[config.mk]
export PLATFORM = sky130hd
export DESIGN_NAME = length_chained_record_classifier_top_flat
export DESIGN_NICKNAME = d
export VERILOG_FILES = /design/src/hdl/lcrc_pkg.sv /design/src/hdl/lcrc_in_if.sv /design/src/hdl/lcrc_out_if.sv /design/src/hdl/lcrc_cfg_regs.sv /design/src/hdl/lcrc_chain.sv /design/src/hdl/length_chained_record_classifier_top.sv /design/src/flat_wrapper.sv
export SDC_FILE = /design/constraint.sdc
export NUM_CORES = 1
export LEC_CHECK = 0
export ABC_AREA = 1
export BUFFER_PORTS_ARGS = -buffer_cell sky130_fd_sc_hd__buf_2
export CAP_MARGIN = 25
export CORE_MARGIN = 3
export CORE_UTILIZATION = 43
export DETAILED_ROUTE_END_ITERATION = 16
export PLACE_DENSITY = 0.63
export REMOVE_ABC_BUFFERS = 1
export SLEW_MARGIN = 20
export SYNTH_ARGS = -nofsm -noshare
export SYNTH_HDL_FRONTEND = slang
export SYNTH_HIERARCHICAL = 1
export SYNTH_SLANG_ARGS = --single-unit
[constraint.sdc]
create_clock -name clk -period 7.25 [get_ports clk]
set_input_delay 1.0875 -clock clk [delete_from_list [all_inputs] [get_ports clk]]
set_output_delay 1.0875 -clock clk [all_outputs]
set_load 0.005 [all_outputs]
[src/hdl/lcrc_pkg.sv]
// Shared types and constants for the length-chained record classifier.
// No dependencies; the classifier modules import this package.
`default_nettype none

package lcrc_pkg;

	localparam logic [7:0] RECORD_MARK = 8'hf7;
	localparam logic [7:0] ALT_MARK    = 8'hff;
	localparam logic [7:0] SHORT_MARK  = 8'h01;

	localparam logic [15:0] MAX_RECORD_LEN_RESET = 16'd1500;
	localparam logic [15:0] DETECT_AFTER_RESET   = 16'd2;

	localparam int CFG_ADDR_W = 3;
	localparam int CFG_DATA_W = 32;

	typedef enum logic {
		REG_MAX_RECORD_LEN = 1'b0,
		REG_DETECT_AFTER   = 1'b1
	} reg_index_t;

	typedef enum logic [1:0] {
		VERDICT_WAIT     = 2'd0,
		VERDICT_DETECTED = 2'd1,
		VERDICT_EXCLUDED = 2'd2
	} verdict_t;

	typedef struct packed {
		logic [15:0] max_record_len;
		logic [15:0] detect_after;
	} cfg_t;

	typedef struct packed {
		logic [7:0]  data_byte;
		logic        last_byte;
		logic [15:0] flow_packet_count;
	} item_t;

endpackage

`default_nettype wire

[src/hdl/lcrc_in_if.sv]
// Payload byte channel: valid/ready handshake plus one byte and its packet context.
// No dependencies.
`default_nettype none

interface lcrc_in_if;
	logic        valid;
	logic        ready;
	logic [7:0]  data_byte;
	logic        last_byte;
	logic [15:0] flow_packet_count;

	modport source (output valid, output data_byte, output last_byte,
		output flow_packet_count, input ready);
	modport sink (input valid, input data_byte, input last_byte,
		input flow_packet_count, output ready);
endinterface

`default_nettype wire

[src/hdl/lcrc_out_if.sv]
// Verdict channel: valid/ready handshake plus the 2-bit verdict.
// No dependencies.
`default_nettype none

interface lcrc_out_if;
	logic       valid;
	logic       ready;
	logic [1:0] verdict;

	modport source (output valid, output verdict, input ready);
	modport sink (input valid, input verdict, output ready);
endinterface

`default_nettype wire

[src/hdl/lcrc_cfg_regs.sv]
// APB-style configuration registers: max_record_len at 0x0, detect_after at 0x4.
// Depends on lcrc_pkg.
`default_nettype none

module lcrc_cfg_regs (
	input  logic                            clk,
	input  logic                            arst_n,
	input  logic                            psel,
	input  logic                            penable,
	input  logic                            pwrite,
	input  logic [lcrc_pkg::CFG_ADDR_W-1:0] paddr,
	input  logic [lcrc_pkg::CFG_DATA_W-1:0] pwdata,
	output logic [lcrc_pkg::CFG_DATA_W-1:0] prdata,
	output logic                            pready,
	output lcrc_pkg::cfg_t                  cfg
);
	import lcrc_pkg::*;

	cfg_t       cfg_q;
	reg_index_t reg_sel;
	logic       wr_en;

	// word select only; byte offset bits are ignored
	assign reg_sel = reg_index_t'(paddr[2]);
	assign pready  = 1'b1;
	assign wr_en   = psel && penable && pwrite && pready;
	assign cfg     = cfg_q;

	always_ff @(posedge clk or negedge arst_n) begin
		if (!arst_n) begin
			cfg_q.max_record_len <= MAX_RECORD_LEN_RESET;
			cfg_q.detect_after   <= DETECT_AFTER_RESET;
		end else if (wr_en) begin
			case (reg_sel)
				REG_MAX_RECORD_LEN: cfg_q.max_record_len <= pwdata[15:0];
				REG_DETECT_AFTER:   cfg_q.detect_after   <= pwdata[15:0];
				default: ;
			endcase
		end
	end

	always_comb begin
		case (reg_sel)
			REG_MAX_RECORD_LEN: prdata = {16'd0, cfg_q.max_record_len};
			REG_DETECT_AFTER:   prdata = {16'd0, cfg_q.detect_after};
			default:            prdata = '0;
		endcase
	end

endmodule

`default_nettype wire

[src/hdl/lcrc_chain.sv]
// Per-packet record-chain tracker: position, chain pointer, header bytes, break flag,
// and the verdict for the current byte. Depends on lcrc_pkg.
`default_nettype none

module lcrc_chain #(
	parameter int POSITION_BITS    = 16,
	parameter int EARLY_BYTE_COUNT = 8
) (
	input  logic               clk,
	input  logic               arst_n,
	input  logic               step,
	input  lcrc_pkg::item_t    item,
	input  lcrc_pkg::cfg_t     cfg,
	output lcrc_pkg::verdict_t verdict
);
	import lcrc_pkg::*;

	localparam int SUM_W = ((POSITION_BITS > 16) ? POSITION_BITS : 16) + 1;
	localparam logic [POSITION_BITS-1:0] POS_MASK = {POSITION_BITS{1'b1}};

	logic [POSITION_BITS-1:0] pos_q;
	logic [POSITION_BITS-1:0] nrs_q;
	logic [7:0]               early_q [EARLY_BYTE_COUNT];
	logic [7:0]               low_q;
	logic                     broken_q;
	logic                     flag_q;

	logic [7:0]               cur;
	logic [15:0]              start_word;
	logic [15:0]              rec_len;
	logic [POSITION_BITS-1:0] nrs_a;
	logic [POSITION_BITS-1:0] nrs_n;
	logic [SUM_W-1:0]         rec_sum;
	logic                     rec_hit;
	logic [7:0]               head_byte;
	logic                     brk;
	logic                     flag_n;

	assign cur        = item.data_byte;
	assign start_word = {cur, early_q[2]};
	assign rec_len    = {cur, low_q};
	assign nrs_a      = (pos_q == POSITION_BITS'(3)) ? start_word[POSITION_BITS-1:0] : nrs_q;
	assign rec_sum    = SUM_W'(nrs_a) + SUM_W'(rec_len);
	// length field of the current record ends on this byte
	assign rec_hit    = (SUM_W'(nrs_a) + SUM_W'(3)) == SUM_W'(pos_q);

	// records starting inside the header read their mark from the kept bytes
	always_comb begin
		case (nrs_a[1:0])
			2'd0:    head_byte = early_q[0];
			2'd1:    head_byte = early_q[1];
			2'd2:    head_byte = early_q[2];
			default: head_byte = early_q[3];
		endcase
	end

	always_comb begin
		brk    = broken_q || (pos_q == POS_MASK);
		flag_n = flag_q;
		nrs_n  = nrs_a;
		if (pos_q == '0) begin
			flag_n = (cur == SHORT_MARK);
			if (cur != RECORD_MARK && cur != ALT_MARK)
				brk = 1'b1;
		end
		if (pos_q == POSITION_BITS'(3) && SUM_W'(start_word) > SUM_W'(POS_MASK))
			brk = 1'b1;
		if (pos_q >= POSITION_BITS'(3) && !brk) begin
			if (pos_q > POSITION_BITS'(3) && nrs_a == pos_q && cur != RECORD_MARK)
				brk = 1'b1;
			if (!brk && rec_hit) begin
				if (nrs_a < POSITION_BITS'(4) && head_byte != RECORD_MARK)
					brk = 1'b1;
				else if (rec_len < 16'd3 || rec_len > cfg.max_record_len)
					brk = 1'b1;
				else if (rec_sum > SUM_W'(POS_MASK))
					brk = 1'b1;
				else begin
					nrs_n = rec_sum[POSITION_BITS-1:0];
					if (nrs_n == pos_q && cur != RECORD_MARK)
						brk = 1'b1;
				end
			end
		end
	end

	always_comb begin
		if (pos_q == '0)
			verdict = (flag_n && item.flow_packet_count == 16'd1) ?
				VERDICT_WAIT : VERDICT_EXCLUDED;
		else if (pos_q < POSITION_BITS'(3) || brk)
			verdict = VERDICT_EXCLUDED;
		else if (SUM_W'(nrs_n) == SUM_W'(pos_q) + SUM_W'(1))
			verdict = (item.flow_packet_count > cfg.detect_after) ?
				VERDICT_DETECTED : VERDICT_WAIT;
		else
			verdict = VERDICT_EXCLUDED;
	end

	always_ff @(posedge clk or negedge arst_n) begin
		if (!arst_n) begin
			pos_q    <= '0;
			nrs_q    <= '0;
			low_q    <= '0;
			broken_q <= 1'b0;
			flag_q   <= 1'b0;
		end else if (step) begin
			if (item.last_byte) begin
				pos_q    <= '0;
				nrs_q    <= '0;
				low_q    <= '0;
				broken_q <= 1'b0;
				flag_q   <= 1'b0;
			end else begin
				// position saturates; the saturated value itself marks a break
				if (pos_q != POS_MASK)
					pos_q <= pos_q + POSITION_BITS'(1);
				nrs_q    <= nrs_n;
				low_q    <= cur;
				broken_q <= brk;
				flag_q   <= flag_n;
			end
		end
	end

	always_ff @(posedge clk) begin
		for (int i = 0; i < EARLY_BYTE_COUNT; i++) begin
			if (step && pos_q == POSITION_BITS'(i))
				early_q[i] <= cur;
		end
	end

endmodule

`default_nettype wire

[src/hdl/length_chained_record_classifier_top.sv]
// Length-chained record classifier: one payload byte per cycle, one verdict per packet;
// a last byte waits while an untaken verdict is held, then its verdict is registered.
// Throughput: one byte per cycle but for that wait, set by the chain tracker's update;
// the verdict register lets the next packet's bytes flow while a verdict waits.
// Reset (arst_n, async, active low): registers to defaults, per-packet state cleared,
// kept header bytes not reset. Depends on lcrc_pkg, lcrc_in_if, lcrc_out_if.
`default_nettype none

module length_chained_record_classifier_top #(
	parameter int POSITION_BITS    = 16,
	parameter int EARLY_BYTE_COUNT = 8
) (
	input  logic                            clk,
	input  logic                            arst_n,
	input  logic                            psel,
	input  logic                            penable,
	input  logic                            pwrite,
	input  logic [lcrc_pkg::CFG_ADDR_W-1:0] paddr,
	input  logic [lcrc_pkg::CFG_DATA_W-1:0] pwdata,
	output logic [lcrc_pkg::CFG_DATA_W-1:0] prdata,
	output logic                            pready,
	lcrc_in_if.sink                         payload,
	lcrc_out_if.source                      result
);
	import lcrc_pkg::*;

	cfg_t     cfg;
	item_t    item_s1;
	logic     valid_s1;
	verdict_t verdict_s2;
	logic     valid_s2;
	verdict_t verdict_n;
	logic     step;

	lcrc_cfg_regs u_cfg (
		.clk     (clk),
		.arst_n  (arst_n),
		.psel    (psel),
		.penable (penable),
		.pwrite  (pwrite),
		.paddr   (paddr),
		.pwdata  (pwdata),
		.prdata  (prdata),
		.pready  (pready),
		.cfg     (cfg)
	);

	lcrc_chain #(
		.POSITION_BITS    (POSITION_BITS),
		.EARLY_BYTE_COUNT (EARLY_BYTE_COUNT)
	) u_chain (
		.clk     (clk),
		.arst_n  (arst_n),
		.step    (step),
		.item    (item_s1),
		.cfg     (cfg),
		.verdict (verdict_n)
	);

	// mid-packet bytes never wait; a last byte needs a free verdict slot
	assign step          = valid_s1 && (!item_s1.last_byte || !valid_s2 || result.ready);
	assign payload.ready = !valid_s1 || step;
	assign result.valid  = valid_s2;
	assign result.verdict = verdict_s2;

	always_ff @(posedge clk or negedge arst_n) begin
		if (!arst_n) begin
			valid_s1 <= 1'b0;
			valid_s2 <= 1'b0;
		end else begin
			if (payload.ready)
				valid_s1 <= payload.valid;
			if (step && item_s1.last_byte)
				valid_s2 <= 1'b1;
			else if (result.ready)
				valid_s2 <= 1'b0;
		end
	end

	always_ff @(posedge clk) begin
		if (payload.valid && payload.ready) begin
			item_s1.data_byte         <= payload.data_byte;
			item_s1.last_byte         <= payload.last_byte;
			item_s1.flow_packet_count <= payload.flow_packet_count;
		end
		if (step && item_s1.last_byte)
			verdict_s2 <= verdict_n;
	end

endmodule

`default_nettype wire
[src/flat_wrapper.sv]
// flat-port wrapper written by rule: the top's interface ports become plain ports
module length_chained_record_classifier_top_flat import lcrc_pkg::*;
#(
	parameter int POSITION_BITS    = 16,
	parameter int EARLY_BYTE_COUNT = 8
)
  (clk, arst_n, psel, penable, pwrite, paddr, pwdata, prdata, pready, payload_valid, payload_data_byte, payload_last_byte, payload_flow_packet_count, payload_ready, result_valid, result_verdict, result_ready);
  lcrc_in_if payload_i ();
  lcrc_out_if result_i ();
  input  logic clk;
  input  logic arst_n;
  input  logic psel;
  input  logic penable;
  input  logic pwrite;
  input  logic [lcrc_pkg::CFG_ADDR_W-1:0] paddr;
  input  logic [lcrc_pkg::CFG_DATA_W-1:0] pwdata;
  output logic [lcrc_pkg::CFG_DATA_W-1:0] prdata;
  output logic pready;
  input wire logic [$bits(payload_i.valid)-1:0] payload_valid;
  input wire logic [$bits(payload_i.data_byte)-1:0] payload_data_byte;
  input wire logic [$bits(payload_i.last_byte)-1:0] payload_last_byte;
  input wire logic [$bits(payload_i.flow_packet_count)-1:0] payload_flow_packet_count;
  output wire logic [$bits(payload_i.ready)-1:0] payload_ready;
  output wire logic [$bits(result_i.valid)-1:0] result_valid;
  output wire logic [$bits(result_i.verdict)-1:0] result_verdict;
  input wire logic [$bits(result_i.ready)-1:0] result_ready;
  assign payload_i.valid = payload_valid;
  assign payload_i.data_byte = payload_data_byte;
  assign payload_i.last_byte = payload_last_byte;
  assign payload_i.flow_packet_count = payload_flow_packet_count;
  assign payload_ready = payload_i.ready;
  assign result_valid = result_i.valid;
  assign result_verdict = result_i.verdict;
  assign result_i.ready = result_ready;
  length_chained_record_classifier_top #(.POSITION_BITS(POSITION_BITS), .EARLY_BYTE_COUNT(EARLY_BYTE_COUNT)) u_core (.clk(clk), .arst_n(arst_n), .psel(psel), .penable(penable), .pwrite(pwrite), .paddr(paddr), .pwdata(pwdata), .prdata(prdata), .pready(pready), .payload(payload_i), .result(result_i));
endmodule
== Yosys cells after proc, flatten, opt, wreduce, memory -nomap -nowiden ==
Memories as Yosys holds them, arrays and structs flattened.
Index checks and enable logic that the tools add are counted.
Cells by class
  add/sub/neg operators: 4
  $lt $le $gt $ge: 8
  equality and inequality tests: 20
  mux-type cells: 69
  bitwise logic cells: 1
  reduce and logical (&&, ||, !) cells: 46
Operator list (count)
  $mux W16: 9
  $eq A16 B3 Y1 const B: 4
  $mux W8: 8
  $pmux W32 S2: 1
  $reduce_or A8 Y1: 7
  $mux W1: 39
  $eq A16 B1 Y1 const B: 2
  $eq A16 B16 Y1: 2
  $eq A16 B2 Y1 const B: 2
  $gt A16 B16 Y1: 2
  $lt A16 B2 Y1 const B: 2
  $ne A8 B8 Y1 const B: 3
  $pmux W8 S3: 1
  $logic_and A1 B1 Y1: 21
  $mux W3: 7
  $add A16 B1 Y17 const B: 1
  $add A16 B16 Y17: 1
  $add A16 B2 Y17 const B: 1
  $eq A16 B17 Y1: 1
  $eq A17 B16 Y1: 1
  $gt A17 B16 Y1 const B: 1
  $add A16 B1 Y16 const B: 1
  $eq A16 B16 Y1 const B: 1
  $ge A16 B2 Y1 const B: 1
  other kinds (14): 29
Word-level totals
  register bits: 103
  memory bits (writable): 64
  input port bits: 67
  output and inout port bits: 37
  word-level logic and storage cells: 162
  memories: 1
Memory list
  u_core.u_chain.early_q: words 8, width 8, rd ports 4, clocked after memory_dff 0, write ports 1, line lcrc_chain.sv:23  | logic [7:0] early_q [EARLY_BYTE_COUNT];

== Depth between registers and ports, before layout ==
  word-level depth: 16
  depth in mapped cells: 33
  gate-level depth less buffers: 31

== Cells and area by module ==
The synthesis kept the hierarchy.
By module, submodules not included
  lcrc_chain: times used 1, cells each 1047, area an instance 7038.0 sq um
  lcrc_cfg_regs: times used 1, cells each 213, area an instance 1637.8 sq um
  length_chained_record_classifier_top: times used 1, cells each 41, area an instance 918.4 sq um

== Worst setup path after synthesis ==
No wires, ideal clock.
  path kind: reg2reg
  start point: register u_core.u_chain.pos_q[0]
  end point: register u_core.verdict_s2[1], in the netlist u_core/result.verdict[1] (data pin)
  library setup time: 0.257 ns
  data arrival time: 3.788 ns
  slack: 3.205 ns
  cell stages (with the launch flop): 29
  buffers on the path: 2
  clock period less this slack: 4.045 ns
  path through: dfrtp_1 ha_1 nand2_4 nor2_8 buf_6 nand3_1 nand2_2 inv_2 ha_1 fa_1 a21oi_1 o21ai_0 nand2_1 nand2_1 a21oi_1 inv_1 nand2_1 nand2_1 nor2_1 buf_2 nand4_1 nand2_1 nand2_1 nand2_1 nand2_1 nor2_1 nand3_2 nor2_1 nor2_1
On the way
  longest elaborated chain between the ends: 16
  elaborated cells between the ends (all ways): 52
  classes of those cells: add/sub: 3; order compare: 5; eq/ne: 9; mux: 22; reduce/logical: 13
RTL lines
  from (decl): line lcrc_chain.sv:21  | logic [POSITION_BITS-1:0] pos_q;
  from (signal assigned): line lcrc_chain.sv:117  | pos_q <= pos_q + POSITION_BITS'(1);
  parallel branches: the longest is 15 deep, another holds $add A16 B16 Y17
  $mux W2 *: line lcrc_chain.sv:88  | if (pos_q == '0)
  via u_core.verdict_n[1]: line length_chained_record_classifier_top.sv:32  | verdict_t verdict_n;
  to (signal assigned): line length_chained_record_classifier_top.sv:87  | verdict_s2 <= verdict_n;
  to (decl): line length_chained_record_classifier_top.sv:30  | verdict_t verdict_s2;
Mark *: on every way through the listed nets, which the timed path passes. The select of a mux whose other input is x is not followed.
A chain may end at the register's enable or synchronous reset.

== Worst setup path after layout ==
Ends and elaborated chain as after synthesis.

==> impl_summary.md <==
Critical path
The cell at the slowest stage of the critical path is sky130_fd_sc_hd__dfrtp_1. Among the stages of the critical path, the cell type that occurs most often is sky130_fd_sc_hd__nand2_1. The type of destination of the critical path is a register. The reg-to-reg endpoint is u_core/result.verdict[1]. The number of cell instances on the worst register-to-register path is 28. The beginning of the worst register-to-register path is u_core/u_chain/pos_q[0].

On the worst path, the slowest cell contributes a delay of 0.50 ns. The critical path is of the reg2reg type. The startpoint type of the worst setup path is a register. STA puts the critical path data required time at 7.42 ns.

The setup check on the worst reg-to-reg path leaves a slack of 1.70 ns. Along the worst path, the maximum fanout reaches 26. STA puts the critical path data arrival time at 5.72 ns.

Logic synthesis
In this run the cell area of the synthesized design comes to 9590 um2. In this run, synthesis produced a sequential element count of 134. The share of synthesized registers carrying an async set or reset is 56.0%. For this run, the register share of the synthesized area comes to 38.1%. Synthesis handed over a netlist of 1301 instances. After synthesis, the mean cell area works out to 7.37 um2.

Among all flip-flop cells after synthesis, the most frequent one is sky130_fd_sc_hd__dfrtp_1. The count of synthesis-stage warnings from yosys is 6. The number of different library cells used by synthesis comes to 51.

The number of enable-type register cells in the synthesized netlist is 59.

Routing
Summed over all layers, the routed wires come to 27900 um. The post-detailed-route via-to-cell ratio is 5.31. The number of design-rule violations left by the first detailed-router iteration is 721.

After detailed routing, the average wire length per cell comes to 16.9 um. Detailed routing inserted a total of 8761 vias. The number of DRC violations after detailed routing is 0.

The post-route antenna net violation count is 0. For this run, the detailed router's first-pass iteration total came to 5.

CTS
The number of clock buffers inserted by TritonCTS is 17. The total of hold buffers inserted after clock tree synthesis is 0. The root buffer cell chosen for the clock tree is sky130_fd_sc_hd__clkbuf_16.

The clock latency on the worst-skew pair is 0.43 ns. TritonCTS built the clock tree. The number of gates resized after cts is 0. The post-CTS repair timing setup buffer count is 0.

The number of clock sinks seen by CTS is 134. After clock tree synthesis, the clock-pin slew on the worst setup and hold paths is 0.07 ns. CTS built an H-tree with a depth of 4. The number of buffers between clock root and the deepest sink is 2.

Cells and area
The final standard cell utilization of the core is 48.8%. The layout-stage area growth over the synthesis result is 11.4%. The filler cell count in the final layout is 2193.

The final cell count without fillers is 1651. Of the cells placed in the final design, the portion with a size suffix greater than 1 is 11.1%. The library cell used most frequently in the layout, excluding fill and tap cells, is sky130_fd_sc_hd__nand2_1. The final layout net count is 1485. The number of diodes is 0. The sequential cell area is 3660 um2. In the layout the commonest cells are sky130_fd_sc_hd__nand2_1 (452), sky130_fd_sc_hd__inv_1 (156), sky130_fd_sc_hd__nand3_1 (118), sky130_fd_sc_hd__nor2_1 (82). The area occupied by multi-input gates is 5060 um2.

Timing
The post-layout minimum cycle time is 5.55 ns. For the pin with the worst max-slew slack, the measured transition is 1.01 ns. On the final layout, the worst hold slack is 0.472 ns.

The number of max-slew violations in the final report came to 0. The number of hold violations in the final report is 0. In the final timing run, aggregate negative setup slack is 0 ns. The worst relative slew slack is 32.5%. The maximum frequency from static timing analysis is 0.180 GHz. Between clock sinks in the finished design, the worst skew comes to 0.0104 ns. Setup violations remaining at the end of the flow were counted as 0. The worst-case setup margin in the final layout is 1.70 ns. Setup repair after global routing left no endpoint under its margin. The final critical path takes up 76.5% of the cycle.

Die
The core region is 21900 um2. The floorplan has 54 rows. 104 I/O pins were placed. Measured along the y axis, the die boundary spans 155 um. The effective utilization at floorplan is 43.8%.

The die footprint is 24100 um2. From left edge to right edge, the die measures 155 um.

Flow run
The tool flagged a number of max-cap violations equal to 0.

Power and ir drop
Across the VDD grid, the largest voltage drop is 0.162 mV. In this run the static leakage power is 0.00540 uW. In this run the power density over the cells is 250 nW/um2.

Global route
The initial antenna violation count was 0. The global router's overall resource usage is 23.5%. The via count of the first global-routing pass is 8266.

Entering global routing, the biggest net connects 76 pins. The first global-routing pass estimated 44300 um of wire. Summed over all layers, the global routing overflow is 0.

Place
The worst setup slack before clock tree synthesis is 1.81 ns. The final weighted congestion of routability-driven global placement is 0.956. The sum of net half-perimeters after detailed placement is 20900 um. The number of placed instances with taps included is 1618. Input and output buffers added on the ports amount to 68.

Worst hold path
The path type of the worst min-delay path is reg2reg. For hold timing, the worst endpoint is u_core/u_cfg/cfg[24]. The worst hold path passes through 2 cells.

The worst hold path begins at u_core/u_cfg/cfg[24].

Run status
The run finished with clean final reports.
cells in the mapped netlist, drive strengths merged, types with 6 or more instances:
cell type    n  share of area, %
a21oi       36               1.9
nand2      466                19
dfrtp       67                17
nor4         6              0.39
o22ai       28               1.8
nor3        14              0.78
o21ai       31               1.6
edfxtp      59                18
ha          59               7.7
inv        163               6.4
nand3      122               6.7
nor2        92               4.3
nand4       35               2.5
nand3b      12              0.94
xor2        23               2.1
dfstp        8               2.2
clkbuf      12              0.47
buf         38               2.9
power breakdown:
group	switching (uW)	leakage [uW]	total, uW	internal, uW
sequential	67.4	0.00152	951	884
combinational	556	0.00358	832	276
clock	391	0.000299	885	494
total	1010	0.00540	2670	1650
registers in the layout, summed over array words and instances, names as in the netlist:
signal and flops:
u_core/item_s1 25, u_core/result.valid 1, u_core/result.verdict 2, u_core/u_cfg/cfg 32, u_core/u_chain/broken_q 1, u_core/u_chain/early_q 32
u_core/u_chain/low_q 8, u_core/u_chain/nrs_q 16, u_core/u_chain/pos_q 16, u_core/valid_s1 1
cell type report:
type                            instances  area share [%]
Tap cell                              280            3.28
Clock inverter                         15            1.70
Clock buffer                           17            3.98
Timing Repair Buffer                   73            3.67
Sequential cell                       134            34.2
Multi-Input combinational cell        968            47.4
Inverter                              164            5.76
how the worst max path moves through the flow:
stage | start | to | slack, ns | cells past startpoint
after detailed placement | u_core/u_chain/pos_q[0] | u_core/result.verdict[1] | 1.81 | 28
final | u_core/u_chain/pos_q[0] | u_core/result.verdict[1] | 1.70 | 28
after CTS | u_core/u_chain/pos_q[0] | u_core/result.verdict[1] | 1.82 | 28
after global placement | u_core/u_chain/pos_q[0] | u_core/result.verdict[1] | 1.85 | 28
after global routing | u_core/u_chain/pos_q[0] | u_core/result.verdict[1] | 1.35 | 28
after floorplan | u_core/u_chain/pos_q[0] | u_core/result.verdict[1] | 2.82 | 26
cells by family (layout without fill, tap and decap cells):
| kind of cell | Yosys count | count (layout) | synth area share, % |
|---|---|---|---|
| compound gates | 113 | 113 | 6.76 |
| xor+xnor | 28 | 28 | 2.84 |
| fa+ha+maj | 60 | 60 | 7.90 |
| buf+inv | 214 | 269 | 9.77 |
| flops | 134 | 134 | 38.1 |
| other cells | 2 | 17 | 0.0783 |
| simple gates | 750 | 750 | 34.5 |
metrics by stage:
step,cell area [um2],power (uW)
after global placement,10100,1760
after floorplan,9330,1510
final,10700,2670
after global routing,10700,2830
after detailed placement,10100,1780
after CTS,10700,2670
critical path: cells and delay by family, from the launching register on:
family / cells / cell delay [ns]
AND/OR/NAND/NOR: 19 / 2.96
buffers and inverters: 5 / 0.82
adder cells (fa/ha/maj): 2 / 0.63
flip-flops: 1 / 0.50
AO/OA/AOI/OAI: 2 / 0.39
layer usage:
layer	GRT usage [%]	vias to the layer above	wire, um
met4	7.67	0	623
met5	0	-	0
met2	37.9	308	13100
li1	-	4335	-
met1	32.6	4074	12300
met3	3.53	44	1860
Note: power is estimated with default switching activity, not from simulation.
